<file path="src/design/mlpf_pkg.sv">
// ----------------------------------------------------------------------------
// mlpf_pkg
// Shared constants, codes and types of the multi-level priority fifo.
// ----------------------------------------------------------------------------
`timescale 1ns / 1ps
`default_nettype none

package mlpf_pkg;

    // default sizing
    localparam int LEVELS_DEF     = 16;
    localparam int CAPACITY_DEF   = 256;
    localparam int ELEM_WIDTH_DEF = 32;

    // fixed port widths
    localparam int MODE_W   = 2;
    localparam int ELEM_W   = 32;
    localparam int LEVEL_W  = 4;
    localparam int STATUS_W = 2;
    localparam int COUNT_W  = 9;

    localparam logic [LEVEL_W-1:0] HIGHEST_LEVEL_RESET = 4'd15;

    // operation codes
    localparam logic [MODE_W-1:0] MODE_ENQ   = 2'd0;
    localparam logic [MODE_W-1:0] MODE_DEQ   = 2'd1;
    localparam logic [MODE_W-1:0] MODE_QUERY = 2'd2;

    // status codes
    localparam logic [STATUS_W-1:0] STATUS_OK        = 2'd0;
    localparam logic [STATUS_W-1:0] STATUS_FULL      = 2'd1;
    localparam logic [STATUS_W-1:0] STATUS_EMPTY     = 2'd2;
    localparam logic [STATUS_W-1:0] STATUS_BAD_LEVEL = 2'd3;

    typedef struct packed {
        logic elem_we;
        logic link_we;
    } pool_we_t;

    typedef struct packed {
        logic head_we;
        logic tail_we;
    } table_we_t;

endpackage

`default_nettype wire

</file>
<file path="src/design/mlpf_front_enc.sv">
// ----------------------------------------------------------------------------
// mlpf_front_enc
// Finds the most urgent non-empty level from the occupancy bits.
// ----------------------------------------------------------------------------
`timescale 1ns / 1ps
`default_nettype none

module mlpf_front_enc
    import mlpf_pkg::*;
#(
    parameter int LEVELS = LEVELS_DEF,
    localparam int LW    = $clog2(LEVELS)
)
(
    input  wire logic [LEVELS-1:0] nonempty,
    output      logic              any,
    output      logic [LW-1:0]     idx
);

    always_comb
    begin
        any = |nonempty;
        idx = '0;
        // scan downward so the lowest set level wins
        for (int i = LEVELS - 1; i >= 0; i--)
        begin
            if (nonempty[i])
            begin
                idx = LW'(i);
            end
        end
    end

endmodule

`default_nettype wire

</file>
<file path="config.mk">
export PLATFORM = sky130hd
export DESIGN_NAME = mlpf_front_enc
export DESIGN_NICKNAME = d
export VERILOG_FILES = /design/src/design/mlpf_pkg.sv /design/src/design/mlpf_front_enc.sv
export SDC_FILE = /design/constraint.sdc
export NUM_CORES = 1
export LEC_CHECK = 0
export BUFFER_PORTS_ARGS = -buffer_cell sky130_fd_sc_hd__buf_4
export CORE_AREA = 5 5 42 44
export DETAILED_ROUTE_END_ITERATION = 16
export DIE_AREA = 0 0 47 49
export PLACE_DENSITY_LB_ADDON = 0.05
export SYNTH_ARGS = -nofsm -noshare
export SYNTH_HDL_FRONTEND = slang
export SYNTH_SLANG_ARGS = --single-unit
</file>
<file path="constraint.sdc">
create_clock -name vclk -period 1.1
set_clock_uncertainty 0.2 [all_clocks]
set_input_delay 0.055 -clock vclk [all_inputs]
set_output_delay 0.055 -clock vclk [all_outputs]
set_load 0.02 [all_outputs]
</file>
Yosys cells after proc, flatten, opt, wreduce, memory -nomap -nowiden --
Cells that the tools add are included.
Word-level totals: RAM bits 0, logic and storage cells 17, input port bits 16, memories kept 0, register bits after elaboration 0, bits in latches 0, bits in read-only memories 0
Cells by class: divide/modulo/power cells 0, multiply operators 0, equal/unequal tests 0, bitwise gates (word level) 0, reductions and logical operators 1, multiplexer cells 16, shift-type cells 0, $add $sub $neg 0, magnitude comparators 0
Operators by type and width (number):
- $mux 4 | 16
- $reduce_or 16->1 | 1

Longest topological paths before layout --
Gate-level depths: netlist (run 1).
depth after elaboration 16, gate-level depth with buffers 4

Worst setup path after synthesis (run 1) --
Ideal clock, no wire load.
path kind input-to-output, from input port nonempty[4], to output port any, arrival time 840 ps, slack 5 ps, cell stages on the path 3, buffers on the path 0, cell sequence nor4_2 -> nand3_1 -> or3_1
Between the ends: word-level cells in the longest chain between the ends 1
Ends and longest elaborated chain:
- start, declared | line mlpf_front_enc.sv:15 | input wire logic [LEVELS-1:0] nonempty,
- $reduce_or 16->1 | line mlpf_front_enc.sv:22 | any = |nonempty;
- end, declared | line mlpf_front_enc.sv:16 | output logic any,
Every way passes these cells.

Worst setup path in the final report (run 1) --
Ends and elaborated chain as after synthesis.

==> results.json, run 1 <==
{
  "status": "complete, but fails checks",
  "failed_checks": "setup timing",
  "yosys_warnings": 0,
  "critical_path.most_common_cell": "buf_6",
  "setup_slack_ns": -0.173,
  "fp.coreArea_um2": 1400,
  "grt_max_degree": 5,
  "placed_cells": 81,
  "grt.met1_usage_pct": 9.35,
  "fillers": 152,
  "drive_gt1_share_pct": 60.6,
  "place_congestion": 0.679,
  "seq_cells": 0,
  "rsz0062_at_grt": "yes",
  "row_count": 14,
  "drt_iter0_drc": 8,
  "synthDistinctLibCells": 17,
  "cp_max_fo": 2,
  "path_cells": "buf_6, nor4_4, nand3_1, or3_1, buf_6",
  "final-seq-area_um2": 0,
  "critPathRequiredTime_ns": 0.84,
  "grt_pass1_wl_um": 1390,
  "pre_cts_slack_ns": -0.243,
  "start_util_pct": 12.6,
  "die_w_um": 47,
  "drc": 0,
  "min_path_type": "primary input to output port",
  "period_share_pct": 116,
  "diodes": 0,
  "n_clock_buffer": 0,
  "synth_nets": 50,
  "cp_slowest_cell": "or3_1",
  "synth-seq-area-share_pct": 0,
  "die_height_um": 49,
  "use_met3_pct": 1.11,
  "stdcell_count": 82,
  "final_nets": 84,
  "wirelength_um": 884,
  "area_delta_synth_final_pct": 191,
  "report.final.setup_viol": 5,
  "p_leak_nw": 0.239,
  "slew_headroom_pct": 84.5,
  "die_area_um2": 2300,
  "routed_via_density": 4.26,
  "finalMaxSlewViolations": 0,
  "crit_type": "primary input to output port",
  "netlist_instances": 34,
  "final_cell_mix": "buf_4, nor2_1, buf_6",
  "drv_cap": 0,
  "endpoint": "any",
  "postCtsHoldBufs": 0,
  "crit_path_end_kind": "output port",
  "pwr_density_cell_nw_per_um2": 327,
  "arrival_ns": 1.02,
  "fmax_mhz": 785,
  "antenna_found_initial": 0,
  "num_vias": 349,
  "grt_use_total_pct": 7.65,
  "top_usage_layer": "met2",
  "use_met2_pct": 13.3,
  "cp-startpoint": "nonempty[4]",
  "final_common_cell": "buf_4",
  "avgSynthCellArea_um2": 5.19,
  "post-route-min-period_ns": 1.27,
  "tightest_slew_ns": 0.231,
  "worst_setup_path_start_kind": "primary input",
  "boundaryPins": 21,
  "first_pass_iters": 4,
  "wl_per_cell_um": 10.8,
  "ant_nets": 0,
  "dp_hpwl_um": 705,
  "grt_overflow": 0,
  "cpPeakStageDelay_ns": 0.34,
  "ir_worst_vdd_v": 0.000122,
  "grt_pass1_vias": 338,
  "synth_area_um2": 176,
  "hold_viol": 0,
  "portBuffers": 21
}
[cell families after synthesis]
| kind of cell | share of synthesized area, % |
|---|---|
| AO/OA/AOI/OAI | 34.8 |
| buffers and inverters | 6.38 |
| AND/OR/NAND/NOR | 58.9 |
[worst min path at each step]
stage          endpoint  slack, ns        start  depth (start not counted)
2_1_floorplan    idx[0]       0.04  nonempty[0]                          1
6_report         idx[0]       0.30  nonempty[0]                          4
3_5_place_dp     idx[0]       0.29  nonempty[0]                          4
4_1_cts          idx[0]       0.29  nonempty[0]                          4
5_1_grt          idx[0]       0.32  nonempty[0]                          4
3_3_place_gp     idx[0]       0.29  nonempty[0]                          4
[routing by layer]
metal / wire length [µm] / share of wire [%]
met3: 38 / 4.3
met5: 0 / 0
met2: 468 / 53
met1: 354 / 40
met4: 21 / 2.4
[cell type report]
type	instances	area (µm²)	share of cell area [%]
inverters	3	11.3	2.19
well taps	16	20.0	3.89
repair buffers	32	278	54.0
multi-input cells	31	205	39.9
[critical path: cells and delay by family]
family / cells / cell delay (ns)
buf+inv: 2 / 0.24
simple gates: 3 / 0.72
[stage by stage]
step	power, mW	setup TNS [ns]	hold slack, ns	cell area [µm²]	util [%]
floorplan	0.0395	0	0.0426	176	-
global placement	0.141	-0.838	0.294	429	30.6
detailed placement	0.139	-0.787	0.291	429	30.6
CTS	0.165	-0.528	0.294	507	36.2
global route	0.183	-0.782	0.317	514	36.7
finish	0.168	-0.482	0.296	514	36.7
[cells in the mapped netlist]
cell type,n,share of area [%]
nand2_1,5,11
nor3_1,1,2.8
o22ai_1,1,3.5
nor4_2,1,7.1
o311a_1,1,5.7
a21oi_1,3,8.5
nor2_2,1,3.5
a31oi_1,2,7.1
nand2b_1,1,3.5
and3_1,1,3.5
nand3_1,2,5.7
inv_1,3,6.4
o31ai_1,1,4.3
o21ai_0,2,5.7
nor4_1,1,3.5
or3_1,1,3.5
nor2_1,7,15
[where the power goes]
| group | total, mW | internal, mW | leakage, nW | switching [mW] |
|---|---|---|---|---|
| Combinational | 0.168 | 0.0969 | 0.239 | 0.0712 |
| Clock | 0 | 0 | 0 | 0 |
| Sequential | 0 | 0 | 0 | 0 |
[repair_timing]
item                       4_1_cts  5_1_grt
gates resized for setup         16        2
setup buffers                    1        0
setup endpoints to repair        5        5
pin swaps                        5        4
(Power assumes the default switching activity.)
==> inputs of run 2 (changes only) <==
Settings changed: PLACE_DENSITY set to 0.4, PLACE_DENSITY_LB_ADDON 0.05 to not set, SLEW_MARGIN set to 20.
==> run 2 against run 1 <==
The flow still finishes with violations (setup timing). First-iteration DRC count shrank 100%. Cell area up 0.24%. Core utilization up 0.089 points. Sequential cell count is the same. Total power about the same. Fmax shrank 0.74%. Critical path type unchanged.
==> results.json, run 2 (synthesized netlist as in run 1, its figures left out) <==
{
  "status": "complete, but fails checks",
  "failed_checks": "setup timing",
  "holdWs_ns": 0.303,
  "wl_per_cell_um": 10.4,
  "fp.coreArea_um2": 1400,
  "n_clock_buffer": 0,
  "fmax_mhz": 780,
  "drt_iter0_drc": 0,
  "final_common_cell": "buf_4",
  "finalMaxSlewViolations": 0,
  "worst_setup_path_start_kind": "primary input",
  "slew_headroom_pct": 83.3,
  "portBuffers": 21,
  "boundaryPins": 21,
  "arrival_ns": 1.03,
  "routed_via_density": 4.44,
  "holdPathEnd": "idx[0]",
  "report.final.setup_viol": 5,
  "drc": 0,
  "grt_pass1_wl_um": 1410,
  "die_area_um2": 2300,
  "crit_type": "primary input to output port",
  "cp_max_fo": 2,
  "design_area_um2": 515,
  "wirelength_um": 854,
  "postCtsHoldBufs": 0,
  "hold_viol": 0,
  "worstHoldStart": "nonempty[0]",
  "final_core_util_pct": 36.8,
  "crit_path_end_kind": "output port",
  "antenna_found_initial": 0,
  "final_cell_mix": "buf_4, nor2_1, buf_6",
  "pwr_density_cell_nw_per_um2": 326,
  "diodes": 0,
  "setup_slack_ns": -0.183,
  "dp_hpwl_um": 676,
  "placed_cell_area_um2": 429,
  "place_congestion": 0.623,
  "tightest_slew_ns": 0.249,
  "pre_cts_slack_ns": -0.263,
  "grt_overflow": 0,
  "final-seq-area_um2": 0,
  "drive_gt1_share_pct": 60.6,
  "die_height_um": 49,
  "row_count": 14,
  "grt_use_total_pct": 7.37,
  "num_vias": 364,
  "critPathRequiredTime_ns": 0.84,
  "period_share_pct": 117,
  "start_util_pct": 12.6,
  "ant_nets": 0,
  "drv_cap": 0,
  "hold-path-cell-count": 4,
  "area_delta_synth_final_pct": 192,
  "grt_pass1_vias": 378,
  "grt_max_degree": 5,
  "final_nets": 84,
  "seq_cells": 0,
  "post-route-min-period_ns": 1.28,
  "die_w_um": 47,
  "rsz0062_at_grt": "yes",
  "min_path_type": "primary input to output port",
  "tns_ns": -0.426,
  "p_leak_nw": 0.241,
  "first_pass_iters": 1,
  "ir_worst_vdd_v": 0.000113,
  "fillers": 161
}
[run 2: changes by cell type in the layout (fill, tap and decap cells not counted)]
cell and delta:
nor2_1 +1, nor2_2 -1, o21ai_0 -1, o21ai_2 +1
[run 2: critical path: stages]
cell	delay [ns]
buf_8	0.10
nor4_4	0.27
nand3_1	0.12
or3_1	0.33
buf_6	0.14
[run 2: stage by stage]
| stage | power, mW | cells |
|---|---|---|
| detailed placement | 0.139 | 81 |
| CTS | 0.165 | 82 |
| global placement | 0.140 | 81 |
| finish | 0.168 | 82 |
| floorplan | 0.0395 | 34 |
| global route | 0.181 | 82 |
[run 2: layer usage]
| metal | wire (µm) | global-route usage (%) | part of all wire [%] |
|---|---|---|---|
| met5 | 0 | 0 | 0 |
| met2 | 476 | 13.1 | 56 |
| met1 | 353 | 10.2 | 41 |
| met3 | 24 | 0 | 2.8 |
| met4 | 0 | 0 | 0 |
[run 2: layout make-up]
type	count	area, µm²	area share, %
inverter	3	11.3	2.18
multi-input combinational	31	206	40.0
tap	16	20.0	3.88
timing repair buffer	32	278	53.9
[run 2: how the worst max path moves through the flow]
| stage | startpoint | end |
|---|---|---|
| floorplan | nonempty[4] | any |
| global placement | nonempty[4] | any |
| detailed placement | nonempty[4] | any |
| CTS | nonempty[5] | any |
| global route | nonempty[5] | any |
| finish | nonempty[5] | any |
[run 2: power by group]
| group | internal [mW] | total (mW) | switching (mW) | leakage (nW) |
|---|---|---|---|---|
| Combinational | 0.0971 | 0.168 | 0.0709 | 0.241 |
| Sequential | 0 | 0 | 0 | 0 |
| Clock | 0 | 0 | 0 | 0 |
[run 2: what timing repair did]
| action | in CTS | in global routing |
|---|---|---|
| setup buffers | 1 | 0 |
| gates resized for setup | 17 | 2 |
| pin swaps | 11 | 3 |
| setup endpoints to repair | 5 | 5 |
==> inputs of run 3 (changes only) <==
Settings changed: ABC_AREA set to 1, BUFFER_PORTS_ARGS -buffer_cell sky130_fd_sc_hd__buf_4 to -buffer_cell sky130_fd_sc_hd__buf_2, PLACE_DENSITY 0.4 to 0.43.
==> run 3 against run 2 <==
The flow still finishes with violations (setup timing). Fmax decreased by 0.82%. First-iteration DRC count increased by 1. Sequential share of layout area unchanged. Count of clock-buffer cells in the layout unchanged. Cell area decreased by 2.2%. Via count increased by 1.6%. Critical path depth increased by 4. Non-clock buffer count decreased by 4. Critical path type unchanged. Largest cell class is now multi-input gates. Largest power group unchanged.
==> results.json, run 3 <==
{
  "cp_max_fo": 3,
  "path_cells": "buf_6, or2_4, nand3_2, nand3_2, nand3_1, nand3_1, a21oi_2, nor3_2, buf_4",
  "ir_worst_vdd_v": 0.000106,
  "die_height_um": 49,
  "num_vias": 370,
  "wl_per_cell_um": 7.58,
  "netlist_instances": 49,
  "grt_use_total_pct": 5.68,
  "synth-seq-area-share_pct": 0,
  "routed_via_density": 3.98,
  "finalMaxSlewViolations": 0,
  "hold_viol": 0,
  "yosys.area.top_type_share_pct": 26.9,
  "row_count": 14,
  "crit_type": "primary input to output port",
  "setup_slack_ns": -0.193,
  "use_met2_pct": 10.2,
  "final_cell_mix": "nand2_1, buf_2, inv_1, buf_6, buf_4",
  "synth.largest_area_cell": "nand2_1",
  "place_congestion": 0.695,
  "diodes": 0,
  "rsz0062_at_grt": "yes",
  "pwr_density_cell_nw_per_um2": 316,
  "pre_cts_slack_ns": -0.264,
  "die_w_um": 47,
  "tns_ns": -0.533,
  "crit_family": "simple AND/OR/NAND/NOR gates",
  "synth_nets": 65,
  "tightest_slew_ns": 0.217,
  "drv_cap": 0,
  "final_nets": 95,
  "yosysMostFrequentCell": "nand2_1",
  "p_leak_nw": 0.281,
  "die_area_um2": 2300,
  "final-seq-area_um2": 0,
  "dp_hpwl_um": 618,
  "grt_max_degree": 4,
  "yosys-top-cells-count": "nand2_1, inv_1, inv_2, nand3_1, nor2_1",
  "drt_iter0_drc": 1,
  "postCtsHoldBufs": 0,
  "report.final.setup_viol": 5,
  "synth_area_um2": 209,
  "portBuffers": 21,
  "avgSynthCellArea_um2": 4.26,
  "start_util_pct": 14.9,
  "worst_setup_path_start_kind": "primary input",
  "slew_headroom_pct": 85.4,
  "grt_overflow": 0,
  "grt_pass1_vias": 308,
  "ant_nets": 0,
  "cp_slowest_cell": "or2_4",
  "crit_path_end_kind": "output port",
  "fp.coreArea_um2": 1400,
  "synthDistinctLibCells": 11,
  "first_pass_iters": 2,
  "yosys_warnings": 0,
  "grt_pass1_wl_um": 1080,
  "drc": 0,
  "boundaryPins": 21,
  "min_path_type": "primary input to output port",
  "area_delta_synth_final_pct": 141,
  "path_buf_inv": 2,
  "drive_gt1_share_pct": 61.0,
  "fmax_mhz": 773,
  "hold-path-cell-count": 3,
  "critPathRequiredTime_ns": 0.84,
  "n_clock_buffer": 0,
  "use_met3_pct": 0.738,
  "grt.met1_usage_pct": 7.39,
  "post-route-min-period_ns": 1.29,
  "antenna_found_initial": 0,
  "seq_cells": 0,
  "top_usage_layer": "met2",
  "arrival_ns": 1.04,
  "yosys-top-cells-area": "nand2_1, inv_1, nand3_1, inv_2, nor2_1",
  "period_share_pct": 118,
  "failed_checks": "setup timing",
  "cpPeakStageDelay_ns": 0.27,
  "wirelength_um": 705,
  "final_common_cell": "nand2_1",
  "status": "complete, but fails checks",
  "fin_total_pwr_uw": 159,
  "path_depth": 9
}
[run 3: what timing repair did]
action / in CTS / in global routing
setup endpoints to repair: 5 / 5
pin swaps: 5 / 6
resized for setup: 15 / 10
buffers inserted: 0 / 1
[run 3: power by group]
group          switching (mW)  internal (mW)
sequential                  0              0
combinational          0.0756         0.0837
clock                       0              0
[run 3: layout make-up]
class | instances | area, µm²
fillers | 162 | 897
well taps | 16 | 20.0
multi-input cells | 34 | 218
repair buffers | 28 | 210
inverters | 15 | 56.3
[run 3: worst paths after layout]
| path | to | from | slack (ns) |
|---|---|---|---|
| worst min-delay path | idx[1] | nonempty[1] | 0.21 |
| worst max-delay path | idx[1] | nonempty[15] | -0.19 |
[run 3: kinds of logic after synthesis]
logic type | Yosys count | share of synthesized area [%]
AND/OR/NAND/NOR | 31 | 64.1
AO/OA/AOI/OAI | 3 | 8.98
buffers and inverters | 15 | 26.9
[run 3: metal layers]
metal,wire length [µm],vias up,share of wire (%)
li1,-,203,-
met1,281,153,40
met2,337,14,48
met3,86,0,12
met4,0,0,0
met5,0,-,0
[run 3: tightest hold or removal path: cells and delay by family]
kind	cells	cell delay [ns]
buffers and inverters	2	0.25
and+or+nand+nor	1	0.05
[run 3: through the flow]
stage	hold slack, ns	cell area (µm²)	utilization (%)	instances
floorplan	-0.0630	221	-	49
global placement	0.207	392	27.9	92
detailed placement	0.206	392	27.9	92
CTS	0.207	455	32.5	92
global route	0.233	504	36.0	93
finish	0.214	504	36.0	93
