<file path="config.mk">
export PLATFORM = sky130hd
export DESIGN_NAME = mlpf_level_table
export DESIGN_NICKNAME = d
export VERILOG_FILES = /design/src/design/mlpf_pkg.sv /design/src/design/mlpf_level_table.sv
export SDC_FILE = /design/constraint.sdc
export NUM_CORES = 1
export LEC_CHECK = 0
export ABC_CLOCK_PERIOD_IN_PS = 1440
export CAP_MARGIN = 10
export CORE_ASPECT_RATIO = 0.5
export CORE_UTILIZATION = 25
export DETAILED_ROUTE_END_ITERATION = 7
export DONT_BUFFER_PORTS = 1
export GPL_TIMING_DRIVEN = 0
export PLACE_DENSITY = 0.37
export SKIP_LAST_GASP = 1
export SLEW_MARGIN = 10
export SYNTH_ARGS = -nofsm -noshare
export SYNTH_HDL_FRONTEND = slang
export SYNTH_SLANG_ARGS = --single-unit
</file>
<file path="constraint.sdc">
create_clock -name clk -period 1.44 [get_ports clk]
set_input_delay 0.072 -clock clk [delete_from_list [all_inputs] [get_ports clk]]
set_output_delay 0.072 -clock clk [all_outputs]
set_load 0.005 [all_outputs]
</file>
<file path="src/design/mlpf_pkg.sv">
// ----------------------------------------------------------------------------
// mlpf_pkg
// Shared constants, codes and types of the multi-level priority fifo.
// ----------------------------------------------------------------------------
`timescale 1ns / 1ps
`default_nettype none

package mlpf_pkg;

    // default sizing
    localparam int LEVELS_DEF     = 16;
    localparam int CAPACITY_DEF   = 256;
    localparam int ELEM_WIDTH_DEF = 32;

    // fixed port widths
    localparam int MODE_W   = 2;
    localparam int ELEM_W   = 32;
    localparam int LEVEL_W  = 4;
    localparam int STATUS_W = 2;
    localparam int COUNT_W  = 9;

    localparam logic [LEVEL_W-1:0] HIGHEST_LEVEL_RESET = 4'd15;

    // operation codes
    localparam logic [MODE_W-1:0] MODE_ENQ   = 2'd0;
    localparam logic [MODE_W-1:0] MODE_DEQ   = 2'd1;
    localparam logic [MODE_W-1:0] MODE_QUERY = 2'd2;

    // status codes
    localparam logic [STATUS_W-1:0] STATUS_OK        = 2'd0;
    localparam logic [STATUS_W-1:0] STATUS_FULL      = 2'd1;
    localparam logic [STATUS_W-1:0] STATUS_EMPTY     = 2'd2;
    localparam logic [STATUS_W-1:0] STATUS_BAD_LEVEL = 2'd3;

    typedef struct packed {
        logic elem_we;
        logic link_we;
    } pool_we_t;

    typedef struct packed {
        logic head_we;
        logic tail_we;
    } table_we_t;

endpackage

`default_nettype wire

</file>
<file path="src/design/mlpf_level_table.sv">
// ----------------------------------------------------------------------------
// mlpf_level_table
// Per-level head and tail pointers, one write and one registered read port
// per table.
// ----------------------------------------------------------------------------
`timescale 1ns / 1ps
`default_nettype none

module mlpf_level_table
    import mlpf_pkg::*;
#(
    parameter int LEVELS   = LEVELS_DEF,
    parameter int CAPACITY = CAPACITY_DEF,
    localparam int IW      = $clog2(CAPACITY),
    localparam int LW      = $clog2(LEVELS)
)
(
    input  wire logic          clk,
    input  wire table_we_t     we,
    input  wire logic [LW-1:0] head_waddr,
    input  wire logic [IW-1:0] head_wdata,
    input  wire logic [LW-1:0] head_raddr,
    output      logic [IW-1:0] head_rdata,
    input  wire logic [LW-1:0] tail_waddr,
    input  wire logic [IW-1:0] tail_wdata,
    input  wire logic [LW-1:0] tail_raddr,
    output      logic [IW-1:0] tail_rdata
);

    logic [IW-1:0] head_mem [LEVELS];
    logic [IW-1:0] tail_mem [LEVELS];

    always_ff @(posedge clk)
    begin
        if (we.head_we)
        begin
            head_mem[head_waddr] <= head_wdata;
        end
        head_rdata <= head_mem[head_raddr];
    end

    always_ff @(posedge clk)
    begin
        if (we.tail_we)
        begin
            tail_mem[tail_waddr] <= tail_wdata;
        end
        tail_rdata <= tail_mem[tail_raddr];
    end

endmodule

`default_nettype wire

</file>
After elaboration in Yosys (flattened, before gate mapping)

Memories as Yosys holds them, arrays and structs flattened. A register that Yosys moved wholly into a read port is not among the register bits.
Index checks and enable logic that the tools add are counted.

Flip-flop bits (word level): 0
Bits in latches: 0
RAM bits: 256
Bits in read-only memories: 0
Bits of input ports: 35
Output and inout bits: 16
Word-level logic and storage cells: 6
Memories kept: 2

Memory list:

| name     | depth | bits a word | read ports | clocked after Yosys merged registers in | write ports | line                   | RTL |
|---|---|---|---|---|---|---|---|
| head_mem | 16    | 8           | 1          | 1                                       | 1           | mlpf_level_table.sv:30 | `logic [IW-1:0] head_mem [LEVELS];` |
| tail_mem | 16    | 8           | 1          | 1                                       | 1           | mlpf_level_table.sv:31 | `logic [IW-1:0] tail_mem [LEVELS];` |

Add/subtract/negate cells: 0
Multiply operators: 0
Div/mod/pow operators: 0
Magnitude comparators: 0
Eq/ne operators: 0
Shifts and indexed selects: 0
Muxes and demuxes: 4
Bitwise gates (word level): 0
Reductions and logical operators: 0

Operators with widths:

| operator | count |
|---|---|
| $mux W1  | 4 |

Longest topological paths before layout

Gate-level depths: netlist (run 1).

Depth after elaboration: 2
Depth in mapped cells: 5
Mapped depth without buffers: 3

Worst setup path before layout (run 1)

No wires, ideal clock.

Path type: input-to-reg
Start point: input port tail_waddr[3]
End point: memory tail_mem[0][0] (netlist name) (enable)
Setup time: 0.383 ns
Data arrival time: 1.183 ns
Required time: 1.057 ns
Path slack: -0.126 ns
Cell stages on the path: 2
Buffers on the path: 0
Cells stage by stage: or3b_2 nor3_1

RTL lines:

| what               | line                   | RTL |
|---|---|---|
| start: declaration | mlpf_level_table.sv:24 | `input wire logic [LW-1:0] tail_waddr,` |
| end: declaration   | mlpf_level_table.sv:31 |  |

No word-level cell before the write port.

==> summary.log, run 1 <==
qor: outcome.outcome finished, violations left
qor: outcome.violations_in_the_final_reports design-rule violations
qor: logic_synthesis.net_count_after_synthesis 493
qor: route.via_count 4629
qor: logic_synthesis.ys.flop_type sky130_fd_sc_hd__edfxtp_1
qor: logic_synthesis.most_area_consuming_cells_after_synthesis sky130_fd_sc_hd__edfxtp_1 75%, sky130_fd_sc_hd__mux4_2 7.9%, sky130_fd_sc_hd__mux4_1 7.1%
qor: setup_path.slowest_stage sky130_fd_sc_hd__mux4_1
qor: setup_path.worst_setup_path_startpoint head_mem[1][2]
qor: setup_path.critical_path.max_fanout 1
qor: clock_network.cts_hold_buf 27
qor: setup_path.critPathBufInv 0
qor: logic_synthesis.syn_area_per_cell 22.5 um2
qor: route.routed_wire_length_per_instance 22.6 um
qor: sta.timing.max_slew.rel_slack 0.379
qor: sta.finalCritPeriodShare 0.988
qor: grt.maximum_number_of_pins_on_one_net_before_global_route_repair 17
qor: grt.global_route.usage.total 0.117
qor: die.fp.dieW 289 um
qor: min_path.min-delay-path-class in2reg
qor: clock_network.cell_at_the_root_of_the_clock_tree sky130_fd_sc_hd__clkbuf_16
qor: cells_and_area.syn2layout_area_growth 17.4%
qor: setup_path.critical_path.reg2reg.startpoint head_mem[1][2]
qor: sta.post-route-min-period 1420 ps
qor: logic_synthesis.yosysSeqAreaShare 0.778
qor: logic_synthesis.yosysWarningCount 0
qor: setup_path.critical_path.cell_chain mux4_1, a22oi_2, nand2_1
qor: grt.first_global_vias 4851
qor: sta.grt_setup_unrepaired false
qor: placement.place_ws -352 ps
qor: power.p_per_area 1330 mW/mm2
qor: logic_synthesis.yosysMostFrequentCell sky130_fd_sc_hd__edfxtp_1
qor: logic_synthesis.synth_top_cells_by_count 256 x sky130_fd_sc_hd__edfxtp_1, 36 x sky130_fd_sc_hd__mux4_2, 32 x sky130_fd_sc_hd__a22oi_1
qor: min_path.hold_start tail_waddr[2]
qor: sta.max_freq 703 MHz
qor: route.totalWireLength 24.3 mm
qor: logic_synthesis.netlist_instances 458
qor: placement.io_buffers 0
qor: grt.globalRoute.totalOverflow 0
qor: cells_and_area.final_net_count 549
qor: power.seq_power_share 0.556
qor: setup_path.cell_family_contributing_the_most_delay_on_the_critical_path multiplexers
qor: clock_network.path_clk_slew 60 ps
qor: logic_synthesis.synth_area_leader_cell sky130_fd_sc_hd__edfxtp_1
qor: clock_network.clock_sink_count 272
qor: power.clockPowerShare 0.391
qor: clock_network.cts_setup_buffers 0
qor: die.placeableCoreArea 0.0405 mm2
qor: setup_path.arrival 1830 ps
qor: logic_synthesis.asyncSetResetFlopFracSynth 0
qor: placement.detailedPlacementHpwl 15.0 mm
qor: sta.post-route-worst-setup-slack 17.5 ps
qor: logic_synthesis.number_of_synthesized_register_bits 272
qor: sta.drv_slew 0
qor: grt.wire_length_of_the_first_global_routing_pass 35.3 mm
qor: setup_path.crit_path_max_incr_delay 560 ps
qor: power.power.share.combinational 0.053
qor: sta.worst_clock_skew 7.97 ps
qor: setup_path.setup.worst_path.end_class flop
qor: power.total_power 16.0 mW
qor: power.switching_share 0.213
qor: power.power.internal 12.6 mW
qor: grt.antenna_found_initial 0
qor: logic_synthesis.synthDistinctLibCells 20
qor: die.die_area 0.0420 mm2
qor: placement.finalWeightedCongestion 0.678
qor: power.power.net_switching 3.42 mW
qor: route.routed_via_density 4.31
qor: route.detail_route.first_pass.iterations 8
qor: cells_and_area.proportion_of_layout_cells_with_a_drive_suffix_above_1 0.197
qor: setup_path.setup.worst_path.class reg2reg
qor: clock_network.tritoncts.num_buffers 27
qor: sta.timing.final.hold_violations 0
qor: route.dr.first_iter.drc_count 260
qor: setup_path.crit_required 1850 ps
qor: die.floorplan.io_pins 51
qor: clock_network.clock_latency_on_the_worst_skew_pair 540 ps
qor: logic_synthesis.yosysTopAreaCellShare 0.747
qor: logic_synthesis.synth-edff-count 256
qor: job.max_capacitance_violation_count 0
qor: clock_network.h-tree-depth 1
qor: cells_and_area.antenna_cells_inserted 0
qor: setup_path.cp-start-kind flop
qor: power.leakagePower 3.76 nW
qor: die.row_count 52
qor: die.initial_utilization 0.254
qor: sta.setup-tns-final 0 ps
qor: sta.setup_violations 0
qor: logic_synthesis.synthesized_cell_area 0.0103 mm2
qor: power.peakVddDrop 786 uV
qor: clock_network.tritoncts_clock_tree done
qor: sta.tightest_slew 928 ps
qor: clock_network.max-clock-path-buffers 3
qor: route.post-route-drc-count 1
qor: die.die_height 145 um
qor: route.ant_nets 0
placed cells by master (no fill, tap or decap), types with 7 or more instances in the layout:
cell type	instances
sky130_fd_sc_hd__edfxtp_1	256
sky130_fd_sc_hd__mux4_2	38
sky130_fd_sc_hd__clkbuf_16	27
sky130_fd_sc_hd__dlygate4sd3_1	27
sky130_fd_sc_hd__nor2_1	26
sky130_fd_sc_hd__mux4_1	26
sky130_fd_sc_hd__a22oi_1	23
sky130_fd_sc_hd__nand2_1	17
sky130_fd_sc_hd__dfxtp_1	16
sky130_fd_sc_hd__clkinv_1	14
sky130_fd_sc_hd__a22oi_2	9
sky130_fd_sc_hd__nor3_2	8
sky130_fd_sc_hd__clkbuf_1	7
state kept, by name, indices dropped and copies added, names as in the netlist:
register and flops:
head_mem 128, tail_mem 128, head_rdata 8, tail_rdata 8
cell families after synthesis:
family                 after synthesis  synth area share
AOI/OAI and AO/OA                   32            0.0233
DFF                                272             0.778
buffers and inverters               20            0.0167
muxes                               64             0.150
and+or+nand+nor                     70            0.0318
repair_timing:
| item | 4_1_cts | 5_1_grt |
|---|---|---|
| endpoints found under the setup margin | 5 | 6 |
| endpoints found under the hold margin | 325 | 14 |
| resized for setup | 5 | 7 |
| pin swaps | 1 | 3 |
metal layers:
metal | track usage | vias up | part of all wire
li1 | - | 2063 | -
met1 | 0.156 | 2468 | 0.46
met2 | 0.196 | 61 | 0.49
met3 | 0.0266 | 37 | 0.032
met4 | 0.0255 | 0 | 0.021
met5 | 0 | - | 0
layout make-up:
type,instances,area [um2]
Clock buffer,34,702
Tap cell,540,676
Multi-Input combinational cell,166,2190
Timing Repair Buffer,27,270
Clock inverter,15,60.1
Buffer,20,171
Fill cell,3951,28500
Sequential cell,272,8010
metrics by stage:
step | utilization | cells | hold WS [ps] | cell area, um2
6_report | 0.298 | 1074 | 2.05 | 12100
5_1_grt | 0.298 | 1074 | -22.1 | 12100
4_1_cts | 0.298 | 1074 | -24.5 | 12100
3_3_place_gp | 0.271 | 998 | 172 | 11000
3_5_place_dp | 0.272 | 998 | 172 | 11000
2_1_floorplan | - | 458 | 171 | 10300
power groups by stage:
stage / clock network (mW) / registers, mW / logic (mW)
floorplan: 0 / 9.06 / 0.450
global placement: 0 / 9.07 / 0.663
detailed placement: 0 / 9.08 / 0.662
CTS: 6.49 / 8.91 / 0.871
global route: 6.82 / 8.92 / 0.918
finish: 6.27 / 8.90 / 0.848
worst register-to-register path: cells and delay by family (launching register included):
kind | cells | cell delay, ps
DFF | 1 | 340
AOI/OAI and AO/OA | 1 | 260
and+or+nand+nor | 1 | 140
muxes | 1 | 560
final timing paths:
| check | end | slack (ps) | cells after the start |
|---|---|---|---|
| hold reg to reg | tail_rdata[2] | 690 | 3 |
| setup reg to reg | head_rdata[2] | 20 | 3 |
| hold / removal | tail_mem[0][5] | 2 | 2 |
| setup / recovery | head_rdata[2] | 20 | 3 |
Power figures use the tool's default switching activity.
==> run 2, diff against run 1 <==
--- a/config.mk
+++ b/config.mk
@@ -8,11 +8,11 @@
 export ABC_CLOCK_PERIOD_IN_PS = 1440
 export CAP_MARGIN = 10
 export CORE_ASPECT_RATIO = 0.5
-export CORE_UTILIZATION = 25
+export CORE_UTILIZATION = 30
 export DETAILED_ROUTE_END_ITERATION = 7
 export DONT_BUFFER_PORTS = 1
 export GPL_TIMING_DRIVEN = 0
-export PLACE_DENSITY = 0.37
+export PLACE_DENSITY = 0.42
 export SKIP_LAST_GASP = 1
 export SLEW_MARGIN = 10
 export SYNTH_ARGS = -nofsm -noshare
==> summary.log, run 2 (synthesis results as in run 1) <==
qor: placement.finalWeightedCongestion 0.688
qor: cells_and_area.most_common_cell_after_layout_fill_and_taps_aside sky130_fd_sc_hd__edfxtp_1
qor: setup_path.setup.worst_path.class in2reg
qor: clock_network.clock_sink_count 272
qor: sta.grt_setup_unrepaired false
qor: route.via_count 4562
qor: job.max_capacitance_violation_count 0
qor: die.row_count 47
qor: sta.post-route-min-period 1420 ps
qor: sta.fin_worst_hold_slack 23.7 ps
qor: setup_path.arrival 1570 ps
qor: setup_path.critPathBufInv 1
qor: cells_and_area.proportion_of_layout_cells_with_a_drive_suffix_above_1 0.202
qor: clock_network.max-clock-path-buffers 3
qor: placement.detailedPlacementHpwl 13.9 mm
qor: die.initial_utilization 0.308
qor: setup_path.critical_path.max_fanout 8
qor: sta.worst_clock_skew 9.61 ps
qor: setup_path.critical_path.cell_chain dlygate4sd3_1, nor3_2
qor: route.totalWireLength 22.5 mm
qor: cells_and_area.final_net_count 544
qor: power.peakVddDrop 636 uV
qor: cells_and_area.biggestRegsByFlops head_mem (128), tail_mem (128)
qor: power.total_power 16.2 mW
qor: setup_path.cell_family_contributing_the_most_delay_on_the_critical_path simple AND/OR/NAND/NOR gates
qor: grt.wire_length_of_the_first_global_routing_pass 32.4 mm
qor: sta.post-route-worst-setup-slack 17.8 ps
qor: placement.dp_cells 899
qor: sta.finalCritPeriodShare 0.988
qor: route.routed_via_density 4.72
qor: route.post-route-drc-count 0
qor: cells_and_area.final_cell_mix 256 x sky130_fd_sc_hd__edfxtp_1, 36 x sky130_fd_sc_hd__mux4_2, 28 x sky130_fd_sc_hd__mux4_1
qor: grt.global_route.usage.total 0.129
qor: power.leakagePower 3.77 nW
qor: die.die_height 133 um
qor: sta.setup_violations 0
qor: clock_network.path_clk_slew 60 ps
qor: sta.drv_slew 0
qor: grt.globalRoute.totalOverflow 0
qor: die.placeableCoreArea 0.0334 mm2
qor: route.dr.first_iter.drc_count 296
qor: sta.timing.max_slew.rel_slack 0.321
qor: placement.place_ws -404 ps
qor: clock_network.tritoncts_clock_tree done
qor: clock_network.clock_latency_on_the_worst_skew_pair 530 ps
qor: sta.max_freq 703 MHz
qor: placement.post_dp_cell_area 0.0109 mm2
qor: sta.tightest_slew 1020 ps
qor: route.ant_nets 0
qor: route.routed_wire_length_per_instance 23.3 um
qor: grt.antenna_found_initial 0
qor: min_path.min-delay-path-class in2reg
qor: setup_path.cp-start-kind input port
qor: sta.timing.final.hold_violations 0
qor: sta.setup-tns-final 0 ps
qor: cells_and_area.finalNonFillerCells 967
qor: setup_path.setup.worst_path.end_class flop
qor: cells_and_area.final_design_area_no_fill 0.0119 mm2
qor: cells_and_area.core_occupancy_in_the_finished_layout 0.357
qor: clock_network.cts_setup_buffers 0
qor: die.die_area 0.0351 mm2
qor: placement.io_buffers 0
qor: cells_and_area.antenna_cells_inserted 0
qor: grt.maximum_number_of_pins_on_one_net_before_global_route_repair 17
qor: setup_path.slowest_stage sky130_fd_sc_hd__nor3_2
qor: die.fp.dieW 264 um
qor: clock_network.h-tree-depth 1
qor: clock_network.cell_at_the_root_of_the_clock_tree sky130_fd_sc_hd__clkbuf_16
qor: power.p_per_area 1350 mW/mm2
qor: setup_path.crit_required 1590 ps
qor: setup_path.crit_path_max_incr_delay 830 ps
qor: cells_and_area.syn2layout_area_growth 15.9%
qor: die.floorplan.io_pins 51
qor: outcome.outcome completed
qor: clock_network.tritoncts.num_buffers 26
qor: grt.first_global_vias 4743
qor: route.detail_route.first_pass.iterations 4
## run 2: cell count changes in the layout (fill, tap and decap cells not counted)
| cell | previous run | this run |
|---|---|---|
| sky130_fd_sc_hd__a22oi_1 | 23 | 25 |
| sky130_fd_sc_hd__bufinv_16 | 0 | 1 |
| sky130_fd_sc_hd__mux4_1 | 26 | 28 |
| sky130_fd_sc_hd__dlygate4sd3_1 | 27 | 23 |
| sky130_fd_sc_hd__a22oi_2 | 9 | 7 |
| sky130_fd_sc_hd__clkinv_1 | 14 | 5 |
| sky130_fd_sc_hd__clkinv_2 | 0 | 4 |
| sky130_fd_sc_hd__mux4_2 | 38 | 36 |
## run 2: worst paths after layout
check,endpoint,cells past startpoint,slack (ps),from
max reg2reg,tail_rdata[3],3,60,tail_mem[1][3]
min,head_mem[12][4],2,20,we[1]
min reg2reg,head_rdata[2],3,680,head_mem[10][2]
max,tail_mem[0][0],2,20,tail_waddr[1]
## run 2: power by group
group	switching, mW	internal (mW)
logic	0.475	0.335
registers	0.0560	8.85
clock network	2.85	3.59
total	3.38	12.8
## run 2: layout make-up
cell class,count,area (um2)
fill,3104,21500
sequential,272,8010
multi-input combinational,166,2190
clock buffer,34,702
tap,441,552
timing repair buffer,23,230
buffer,20,171
clock inverter,11,76.3
## run 2: what timing repair did
| item | CTS | global route |
|---|---|---|
| cloned | 0 | 0 |
| hold buffers | 21 | 2 |
| setup endpoints to repair | 4 | 4 |
| resized for setup | 4 | 4 |
| hold endpoints to repair | 324 | 32 |
## run 2: per-layer routing
metal / GRT usage / part of all wire / vias to the layer above
met3: 0.0253 / 0.045 / 40
met4: 0.0336 / 0.027 / 0
met2: 0.216 / 0.48 / 94
met1: 0.173 / 0.45 / 2379
met5: 0 / 0 / -
li1: - / - / 2049
==> run 3, diff against run 2 <==
--- a/config.mk
+++ b/config.mk
@@ -9,6 +9,7 @@
 export CAP_MARGIN = 10
 export CORE_ASPECT_RATIO = 0.5
 export CORE_UTILIZATION = 30
+export CTS_BUF_LIST = sky130_fd_sc_hd__clkbuf_8 sky130_fd_sc_hd__clkbuf_16
 export DETAILED_ROUTE_END_ITERATION = 7
 export DONT_BUFFER_PORTS = 1
 export GPL_TIMING_DRIVEN = 0
==> summary.log, run 3 (synthesis results as in run 1) <==
qor: outcome.outcome completed
qor: job.max_capacitance_violation_count 0
qor: sta.setup_violations 0
qor: grt.first_global_vias 4743
qor: die.floorplan.io_pins 51
qor: setup_path.cell_family_contributing_the_most_delay_on_the_critical_path multiplexers
qor: placement.detailedPlacementHpwl 13.9 mm
qor: grt.antenna_found_initial 0
qor: setup_path.critPathBufInv 0
qor: route.totalWireLength 22.5 mm
qor: cells_and_area.most_common_cell_after_layout_fill_and_taps_aside sky130_fd_sc_hd__edfxtp_1
qor: cells_and_area.final_cell_mix 256 x sky130_fd_sc_hd__edfxtp_1, 36 x sky130_fd_sc_hd__mux4_2, 28 x sky130_fd_sc_hd__mux4_1
qor: route.drt-met1-wl 10.3 mm
qor: min_path.min_delay_path_depth 2
qor: setup_path.cp_num_cells 3
qor: route.route.met2.wl 10.8 mm
qor: route.ant_nets 0
qor: cells_and_area.final_design_area_no_fill 0.0119 mm2
qor: cells_and_area.proportion_of_layout_cells_with_a_drive_suffix_above_1 0.202
qor: setup_path.slowest_stage sky130_fd_sc_hd__mux4_1
qor: clock_network.tritoncts.num_buffers 26
qor: route.routed_via_density 4.71
qor: clock_network.path_clk_slew 70 ps
qor: power.p_per_area 1350 mW/mm2
qor: sta.post-route-min-period 1390 ps
qor: setup_path.worstReg2RegEnd tail_rdata[3]
qor: setup_path.arrival 1790 ps
qor: setup_path.worst_setup_path_startpoint tail_mem[1][3]
qor: grt.wire_length_of_the_first_global_routing_pass 32.4 mm
qor: clock_network.clock_sink_count 272
qor: route.dr.first_iter.drc_count 275
qor: min_path.min-delay-path-class in2reg
qor: die.placeableCoreArea 0.0334 mm2
qor: route.detail_route.first_pass.iterations 4
qor: clock_network.max-clock-path-buffers 3
qor: die.row_count 47
qor: sta.tightest_slew 1010 ps
qor: sta.max_freq 721 MHz
qor: placement.post_dp_cell_area 0.0109 mm2
qor: setup_path.critical_path.max_fanout 1
qor: placement.place_ws -404 ps
qor: route.routed_wire_length_per_instance 23.3 um
qor: power.leakagePower 3.80 nW
qor: cells_and_area.core_occupancy_in_the_finished_layout 0.357
qor: setup_path.cp-start-kind flop
qor: sta.worst_clock_skew 9.90 ps
qor: clock_network.h-tree-depth 1
qor: cells_and_area.finalNonFillerCells 967
qor: placement.finalWeightedCongestion 0.688
qor: route.post-route-drc-count 0
qor: cells_and_area.biggestRegsByFlops head_mem (128), tail_mem (128)
qor: clock_network.tritoncts_clock_tree done
qor: power.total_power 16.1 mW
qor: sta.fin_worst_hold_slack 23.1 ps
qor: die.initial_utilization 0.308
qor: die.die_height 133 um
qor: sta.finalCritPeriodShare 0.964
qor: min_path.hold_start we[1]
qor: route.topRoutingLayerUsed met4
qor: setup_path.setup.worst_path.end_class flop
qor: clock_network.clock_latency_on_the_worst_skew_pair 540 ps
qor: sta.timing.final.hold_violations 0
qor: setup_path.setup.worst_path.class reg2reg
qor: setup_path.critical_path.cell_chain mux4_1, a22oi_1, nand2_1
qor: placement.dp_cells 899
qor: placement.io_buffers 0
qor: grt.maximum_number_of_pins_on_one_net_before_global_route_repair 17
qor: sta.setup-tns-final 0 ps
qor: power.peakVddDrop 637 uV
qor: sta.post-route-worst-setup-slack 52.1 ps
qor: setup_path.timing.reg2reg.setup_slack 50 ps
qor: cells_and_area.syn2layout_area_growth 15.9%
qor: cells_and_area.final_net_count 544
qor: grt.global_route.usage.total 0.129
qor: cells_and_area.antenna_cells_inserted 0
qor: setup_path.r2r.worst_path.cells 3
qor: setup_path.endpoint tail_rdata[3]
qor: grt.globalRoute.totalOverflow 0
qor: sta.drv_slew 0
qor: clock_network.cell_at_the_root_of_the_clock_tree sky130_fd_sc_hd__clkbuf_16
qor: route.routed_length_on_met3 808 um
qor: setup_path.critical_path.reg2reg.startpoint tail_mem[1][3]
qor: route.via_count 4558
qor: setup_path.crit_path_max_incr_delay 530 ps
qor: die.fp.dieW 264 um
qor: setup_path.crit_required 1840 ps
qor: sta.grt_setup_unrepaired false
qor: die.die_area 0.0351 mm2
qor: sta.timing.max_slew.rel_slack 0.324
[run 3: what timing repair did]
action	in CTS	in global routing
setup buffers	0	0
endpoints found under the hold margin	324	32
setup endpoints to repair	4	4
resized for setup	4	4
hold buffers	21	2
pin swaps	0	0
[run 3: how the worst min path moves through the flow]
stage                 endpoint  slack (ps)
2_1_floorplan   head_mem[0][0]         170
3_3_place_gp   tail_mem[13][5]         170
3_5_place_dp   tail_mem[13][5]         170
4_1_cts         tail_mem[4][4]        -180
5_1_grt        tail_mem[12][7]          30
6_report       head_mem[12][4]          20
[run 3: area by class of cell]
cell class | instances | area, um2
clock buffer | 27 | 676
sequential | 272 | 8010
multi-input combinational | 166 | 2190
fill | 3104 | 21500
timing repair buffer | 23 | 230
clock inverter | 18 | 103
buffer | 20 | 171
tap | 441 | 552
[run 3: where the power goes]
group / internal (mW) / total (mW) / switching, mW
combinational: 0.335 / 0.812 / 0.476
sequential: 8.85 / 8.91 / 0.0559
clock: 3.54 / 6.41 / 2.87
[run 3: per-layer routing]
metal	vias up	global-route usage
met4	0	0.0336
li1	2049	-
met2	90	0.216
met3	38	0.0253
met5	-	0
met1	2381	0.173
[run 3: worst register-to-register path: stages, from the launching register on]
cell and delay, ps:
sky130_fd_sc_hd__edfxtp_1 350, sky130_fd_sc_hd__mux4_1 530, sky130_fd_sc_hd__a22oi_1 250, sky130_fd_sc_hd__nand2_1 130
